## config.mk

```make
export PLATFORM = sky130hd
export DESIGN_NAME = bisync_frame_receiver_core
export DESIGN_NICKNAME = d
export VERILOG_FILES = /design/src/rtl/bfr_pkg.sv /design/src/rtl/bisync_frame_receiver_core.sv /design/src/rtl/bfr_fsm.sv
export SDC_FILE = /design/constraint.sdc
export NUM_CORES = 1
export LEC_CHECK = 0
export BUFFER_PORTS_ARGS = -buffer_cell sky130_fd_sc_hd__buf_2
export CAP_MARGIN = 20
export CORE_ASPECT_RATIO = 0.8
export CORE_MARGIN = 3
export CORE_UTILIZATION = 64
export CTS_CLUSTER_DIAMETER = 100
export DETAILED_ROUTE_END_ITERATION = 6
export PLACE_DENSITY = 0.84
export SLEW_MARGIN = 15
export SYNTH_ARGS = -nofsm -noshare
export SYNTH_HDL_FRONTEND = slang
export SYNTH_SLANG_ARGS = --single-unit
```

## constraint.sdc

```tcl
create_clock -name i_clk -period 3.9 [get_ports i_clk]
set_input_delay 0.78 -clock i_clk [delete_from_list [all_inputs] [get_ports i_clk]]
set_output_delay 0.78 -clock i_clk [all_outputs]
set_load 0.02 [all_outputs]
```

## src/rtl/bfr_pkg.sv

```systemverilog
// shared types and character codes for the bisync frame receiver
package bfr_pkg;

    // line characters, ebcdic
    localparam logic [7:0] CH_SYN   = 8'h32;
    localparam logic [7:0] CH_EOT   = 8'h37;
    localparam logic [7:0] CH_NAK   = 8'h3D;
    localparam logic [7:0] CH_DLE   = 8'h10;
    localparam logic [7:0] CH_SOH   = 8'h01;
    localparam logic [7:0] CH_STX   = 8'h02;
    localparam logic [7:0] CH_ETB   = 8'h26;
    localparam logic [7:0] CH_ETX   = 8'h03;
    localparam logic [7:0] CH_ENQ   = 8'h2D;
    localparam logic [7:0] CH_PAD   = 8'hFF;

    // second character of a dle pair
    localparam logic [7:0] CH_ACK0  = 8'h70;
    localparam logic [7:0] CH_ACK1  = 8'h61;
    localparam logic [7:0] CH_WACK  = 8'h6B;
    localparam logic [7:0] CH_RVI   = 8'h7C;

    // header bytes
    localparam logic [7:0] HDR_LEAD   = 8'h6C;
    localparam logic [7:0] HDR_STATUS = 8'hD9;
    localparam logic [7:0] HDR_TEST   = 8'h61;

    // frame kinds
    localparam logic [3:0] K_EOT    = 4'd0;
    localparam logic [3:0] K_NAK    = 4'd1;
    localparam logic [3:0] K_ACK0   = 4'd2;
    localparam logic [3:0] K_ACK1   = 4'd3;
    localparam logic [3:0] K_WACK   = 4'd4;
    localparam logic [3:0] K_RVI    = 4'd5;
    localparam logic [3:0] K_STATUS = 4'd6;
    localparam logic [3:0] K_TEST   = 4'd7;
    localparam logic [3:0] K_BADHDR = 4'd8;
    localparam logic [3:0] K_TEXT   = 4'd9;
    localparam logic [3:0] K_POLL   = 4'd10;

    // one step's outcome, from the frame fsm to the result register
    typedef struct packed {
        logic       emit;
        logic [3:0] kind;
        logic       hunt;
    } t_result;

endpackage

```

## src/rtl/bisync_frame_receiver_core.sv

```systemverilog
// top level of the bisync frame receiver: input register, frame fsm, result register
//
// input channel: one received ebcdic line character per item on i_data_byte,
//   handshake i_in_valid / o_in_ready
// output channel: one item per recognized frame, o_frame_kind and o_enter_hunt,
//   handshake o_out_valid / i_out_ready
// an input item is registered at acceptance and stepped through the frame fsm
//   once the result slot is free; the result register loads at the edge that
//   ends that step, so o_out_valid rises once the closing pad item has stepped
// throughput: one item per cycle while results are taken, set by the single fsm step between the input
//   and result registers
// most items produce no result; only the pad that closes a frame does
// when the receiver holds off (i_out_ready low with a result waiting), the fsm
//   step stalls for every item, even one that would produce no result; the input
//   register takes at most one more item, then o_in_ready drops until the result
//   is taken, so nothing is lost or reordered
// reset (i_rst_n low, synchronous): both registers empty, fsm back to hunting
//   for the first syn, pending kind and header bytes cleared
module bisync_frame_receiver_core
    import bfr_pkg::*;
(
    input  logic       i_clk,
    input  logic       i_rst_n,
    input  logic       i_in_valid,
    output logic       o_in_ready,
    input  logic [7:0] i_data_byte,
    output logic       o_out_valid,
    input  logic       i_out_ready,
    output logic [3:0] o_frame_kind,
    output logic       o_enter_hunt
);

    // input register
    logic       r_in_valid;
    logic [7:0] r_in_data;

    // result register
    logic       r_out_valid;
    logic [3:0] r_out_kind;
    logic       r_out_hunt;

    logic       out_free;
    logic       step;
    logic       in_take;
    t_result    step_result;

    // result slot is free when empty or being taken this cycle
    assign out_free   = !r_out_valid || i_out_ready;
    // the fsm steps on the held item whenever its possible result has room
    assign step       = r_in_valid && out_free;
    assign o_in_ready = !r_in_valid || out_free;
    assign in_take    = i_in_valid && o_in_ready;

    bfr_fsm u_fsm (
        .i_clk    (i_clk),
        .i_rst_n  (i_rst_n),
        .i_step   (step),
        .i_data   (r_in_data),
        .o_result (step_result)
    );

    always_ff @(posedge i_clk) begin
        if (!i_rst_n) begin
            r_in_valid <= 1'b0;
        end else if (o_in_ready) begin
            r_in_valid <= i_in_valid;
        end
    end

    // payload holds no reset
    always_ff @(posedge i_clk) begin
        if (in_take) begin
            r_in_data <= i_data_byte;
        end
    end

    always_ff @(posedge i_clk) begin
        if (!i_rst_n) begin
            r_out_valid <= 1'b0;
        end else if (out_free) begin
            r_out_valid <= step_result.emit;
        end
    end

    always_ff @(posedge i_clk) begin
        if (step_result.emit) begin
            r_out_kind <= step_result.kind;
            r_out_hunt <= step_result.hunt;
        end
    end

    assign o_out_valid  = r_out_valid;
    assign o_frame_kind = r_out_kind;
    assign o_enter_hunt = r_out_hunt;

endmodule

```

## src/rtl/bfr_fsm.sv

```systemverilog
// frame state machine: classifies the frame one character per step
module bfr_fsm
    import bfr_pkg::*;
(
    input  logic       i_clk,
    input  logic       i_rst_n,
    input  logic       i_step,
    input  logic [7:0] i_data,
    output t_result    o_result
);

    typedef enum logic [3:0] {
        PH_HUNT1 = 4'd0,
        PH_HUNT2 = 4'd1,
        PH_CTRL  = 4'd2,
        PH_PAD   = 4'd3,
        PH_DLE2  = 4'd4,
        PH_HDR   = 4'd5,
        PH_TEXT  = 4'd6,
        PH_ADDR  = 4'd7,
        PH_STX   = 4'd8,
        PH_CRC   = 4'd9,
        PH_ENQ   = 4'd10
    } t_phase;

    t_phase     r_phase, n_phase;
    logic [1:0] r_left, n_left;
    logic [3:0] r_kind, n_kind;
    logic [7:0] r_hdr1, n_hdr1;
    logic [7:0] r_hdr2, n_hdr2;
    logic [1:0] left_dec;

    assign left_dec = r_left - 2'd1;

    always_comb begin
        n_phase  = r_phase;
        n_left   = r_left;
        n_kind   = r_kind;
        n_hdr1   = r_hdr1;
        n_hdr2   = r_hdr2;
        o_result = '{emit: 1'b0, kind: r_kind,
                     hunt: (r_kind == K_EOT) || (r_kind == K_NAK)};
        case (r_phase)
            PH_HUNT1: begin
                if (i_data == CH_SYN) n_phase = PH_HUNT2;
            end
            PH_HUNT2: begin
                if (i_data == CH_SYN) n_phase = PH_CTRL;
            end
            PH_CTRL: begin
                if (i_data == CH_EOT) begin
                    n_kind  = K_EOT;
                    n_phase = PH_PAD;
                end else if (i_data == CH_NAK) begin
                    n_kind  = K_NAK;
                    n_phase = PH_PAD;
                end else if (i_data == CH_DLE) begin
                    n_phase = PH_DLE2;
                end else if (i_data == CH_SOH) begin
                    n_left  = 2'd2;
                    n_phase = PH_HDR;
                end else if (i_data == CH_STX) begin
                    n_kind  = K_TEXT;
                    n_phase = PH_TEXT;
                end else begin
                    // first of four address bytes
                    n_kind  = K_POLL;
                    n_left  = 2'd3;
                    n_phase = PH_ADDR;
                end
            end
            PH_PAD: begin
                o_result.emit = (i_data == CH_PAD);
                n_phase       = PH_HUNT1;
            end
            PH_DLE2: begin
                n_phase = PH_PAD;
                if (i_data == CH_ACK0)      n_kind = K_ACK0;
                else if (i_data == CH_ACK1) n_kind = K_ACK1;
                else if (i_data == CH_WACK) n_kind = K_WACK;
                else if (i_data == CH_RVI)  n_kind = K_RVI;
                else                        n_phase = PH_HUNT1;
            end
            PH_HDR: begin
                if (r_left == 2'd2) n_hdr1 = i_data;
                else                n_hdr2 = i_data;
                n_left = left_dec;
                if (left_dec == 2'd0) begin
                    if (n_hdr1 != HDR_LEAD)       n_kind = K_BADHDR;
                    else if (n_hdr2 == HDR_STATUS) n_kind = K_STATUS;
                    else if (n_hdr2 == HDR_TEST)   n_kind = K_TEST;
                    else                           n_kind = K_BADHDR;
                    n_phase = PH_STX;
                end
            end
            PH_TEXT: begin
                if (i_data == CH_ETB || i_data == CH_ETX) begin
                    n_left  = 2'd2;
                    n_phase = PH_CRC;
                end
            end
            PH_ADDR: begin
                n_left = left_dec;
                if (left_dec == 2'd0) n_phase = PH_ENQ;
            end
            PH_STX: begin
                n_phase = (i_data == CH_STX) ? PH_TEXT : PH_HUNT1;
            end
            PH_CRC: begin
                n_left = left_dec;
                if (left_dec == 2'd0) n_phase = PH_PAD;
            end
            PH_ENQ: begin
                n_phase = (i_data == CH_ENQ) ? PH_PAD : PH_HUNT1;
            end
            default: begin
                n_phase = PH_HUNT1;
            end
        endcase
        if (!i_step) o_result.emit = 1'b0;
    end

    always_ff @(posedge i_clk) begin
        if (!i_rst_n) begin
            r_phase <= PH_HUNT1;
            r_left  <= 2'd0;
            r_kind  <= K_EOT;
            r_hdr1  <= 8'd0;
            r_hdr2  <= 8'd0;
        end else if (i_step) begin
            r_phase <= n_phase;
            r_left  <= n_left;
            r_kind  <= n_kind;
            r_hdr1  <= n_hdr1;
            r_hdr2  <= n_hdr2;
        end
    end

endmodule
```

==> summary.md <==
Timing
* pins over their slew limit: 0
* final hold slack: 438 ps
* Max transition margin: 0.449
* setup repair after global routing missed its margin: false
* highest attainable clock frequency: 430 MHz
* final sum of negative setup slack: 0 ps
* hold violation count in the final report: 0
* Period Utilization, post-route: 0.596
* clock skew after layout: 2.45 ps
* Final setup viols: 0
* Period minus WS final: 2320 ps
* Slew @ Worst Pin: 825 ps

Global routing
* aggregate global routing overflow: 0
* global-route wire length before repair: 8310 µm
* Global Route Usage Sum: 0.240
* pin count of the biggest net entering global routing: 24
* vias in the first global route: 1704
* antenna violations before repair: 0

Logic synthesis
* number of instances in the synthesized netlist: 257
* top cells by count, synth: 28 x dfxtp_1, 22 x nor2_1, 19 x mux2i_1, 14 x nand2_1, 13 x edfxtp_1
* total of flip-flops plus latches after synthesis: 41
* ys async rst share: 0
* number of synthesized flops with an enable pin: 13
* share of the synthesized area in the top cell type: 0.226
* most numerous cell in the Yosys netlist: dfxtp_1
* ys flop type: dfxtp_1
* number of library cell types mapped by synthesis: 68
* Netlist Area Pre-Place: 0.00248 mm²
* nets in the synthesized netlist: 271
* most area-consuming cells after synthesis: dfxtp_1 23%, edfxtp_1 16%, mux2i_1 7.7%
* yosys synthesis warning count: 0
* sequential cell area fraction in the yosys report: 0.384
* post-synthesis area per instance: 9.64 µm²
* library cell occupying the most area in the post-synthesis netlist: dfxtp_1

Status
* status: finished, final reports clean

Hold path
* worst min-delay path category: reg2reg
* min-delay src: u_fsm.r_kind[0]
* Min-Delay Path Depth: 0
* Worst Hold Path EP: o_frame_kind[0]

Drt
* post-route ant nets: 0
* routed via count divided by cell count: 6.55
* drt first-iter violations: 181
* total wire length after detailed routing: 5160 µm
* DRC errors left: 0
* vias after detailed routing: 1990
* number of optimization iterations in the first detailed-route pass: 4
* Avg WL per Cell: 17.0 µm

Final layout
* utilization of the core after routing: 0.731
* number of diodes: 0
* share of final-layout standard cells stronger than drive strength 1: 0.168
* summed area of non-filler cells in the final layout: 0.00261 mm²
* footprint of the multi-input gates: 0.00140 mm²
* layout overhead on the synthesized area: 5.10%
* footprint of the flip-flops and latches: 951 µm²
* filler instances: 275
* number of nets at the end of the flow: 275

Placement
* dpl cell area: 0.00251 mm²
* number of I/O port buffers: 18
* Detail Placement HPWL: 3660 µm
* last weighted congestion value of the routability-driven placer: 0.914

Critical path
* startpoint of the worst register-to-register path: r_in_data[4]
* Critical Path AT: 2470 ps
* Crit path required time: 4040 ps
* peak fanout along the critical path: 16
* FF-to-FF path depth: 5
* end of the worst register-to-register path: u_fsm.r_kind[1]
* critical path launch point type: flip-flop
* flop2flop setup slack: 1580 ps
* WS Path Type: reg2reg
* nature of the critical path endpoint: flip-flop

Pwr
* reported leakage power: 1.01 nW
* total power per unit cell area: 305 mW/mm²
* worst-case vdd ir drop: 0.318 mV
* total power: 0.794 mW

Die
* Die H: 61.7 µm
* area enclosed by the die boundary: 0.00466 mm²
* # IOs: 19
* starting density of the core: 0.695
* total core area: 0.00357 mm²
* placement row count: 19
* Die W: 75.6 µm

Clocking
* number of gates resized after cts: 0
* clock latency of the later-clocked register in the worst-skew pair: 290 ps
* clock tree buffer depth: 2
* Post-CTS Setup Bufs: 0
* clock sink count: 41
* TritonCTS clock tree: done
* number of levels in the clock H-tree: 2
* clock buffer count from CTS: 5
* root cell of the clock tree: clkbuf_8
* clock transition at the registers of the reported paths: 80 ps
* hold bufs inserted after CTS: 0

Flow run
* # Max-Cap Violations: 0

==> sequential cells by signal (all words and copies together) (netlist names) <==
| signal | count |
|---|---|
| u_fsm.r_left | 2 |
| u_fsm.r_hdr2 | 8 |
| u_fsm.r_phase | 4 |
| o_enter_hunt | 1 |
| r_in_valid | 1 |
| o_frame_kind | 4 |
| u_fsm.r_hdr1 | 8 |
| o_out_valid | 1 |
| r_in_data | 8 |
| u_fsm.r_kind | 4 |
==> how the worst max path moves through the flow <==
stage                     depth (start not counted)               to        startpoint
after global placement                            4  o_frame_kind[0]       i_out_ready
after global routing                              5  u_fsm.r_hdr1[2]  u_fsm.r_phase[2]
after detailed placement                          4  o_frame_kind[2]       i_out_ready
after CTS                                         4  o_frame_kind[2]      r_in_data[1]
after floorplan                                   3     o_enter_hunt       i_out_ready
final                                             5  u_fsm.r_kind[1]      r_in_data[4]
==> power by group <==
part | internal [mW] | total (mW) | switching, mW
registers | 0.447 | 0.477 | 0.0296
logic | 0.0222 | 0.0484 | 0.0261
clock network | 0.123 | 0.269 | 0.145
==> kinds of logic (layout without fill, tap and decap cells) <==
family,Yosys count,count (layout),share of synthesized area
AOI/OAI and AO/OA,57,57,0.182
xor gates and xnor gates,4,4,0.0141
adders and majority gates,2,2,0.0101
buffers and inverters,28,33,0.0545
DFF,41,41,0.384
muxes,19,19,0.0767
and+or+nand+nor,106,106,0.279
==> metal layers <==
layer | part of all wire | vias up | GRT usage
li1 | - | 977 | -
met1 | 0.49 | 931 | 0.352
met2 | 0.42 | 77 | 0.326
met3 | 0.083 | 5 | 0.0865
met4 | 0.0085 | 0 | 0.0748
met5 | 0 | - | 0
==> area by class of cell <==
| class | count | area share |
|---|---|---|
| Sequential cell | 41 | 0.365 |
| Timing Repair Buffer | 18 | 0.0346 |
| Inverter | 7 | 0.0101 |
| Clock inverter | 3 | 0.00672 |
| Clock buffer | 5 | 0.0264 |
| Multi-Input combinational cell | 188 | 0.537 |
| Tap cell | 42 | 0.0202 |
==> stage by stage <==
stage	setup slack, ps	instances
global route	1410	304
detailed placement	1440	296
floorplan	1850	257
global placement	1530	296
finish	1580	304
CTS	1470	304
==> critical path, stage by stage, from the launching register on <==
cell and delay [ps]:
edfxtp_1 650, xnor2_1 390, nor4_4 70, a2111oi_2 680, and2_4 290, a311oi_1 80
==> placed cells by master (no fill, tap or decap), types with 3 or more instances in the layout <==
cell type and n:
nor2b_1 3, and2b_1 3, a211oi_1 4, inv_1 7, and2_1 4, nand3_1 11
nor2_1 22, nor4b_1 5, a21oi_1 11, nand2_1 14, nor4bb_1 4, o211a_1 3
dfxtp_1 28, mux2i_1 19, buf_2 18, xnor2_1 4, edfxtp_1 13, o21ai_0 3
clkbuf_8 5, or3_1 3, a211oi_2 3, o21a_1 3, nand2b_1 6, o211ai_1 3
nor3_1 5
(Power assumes the default switching activity.)
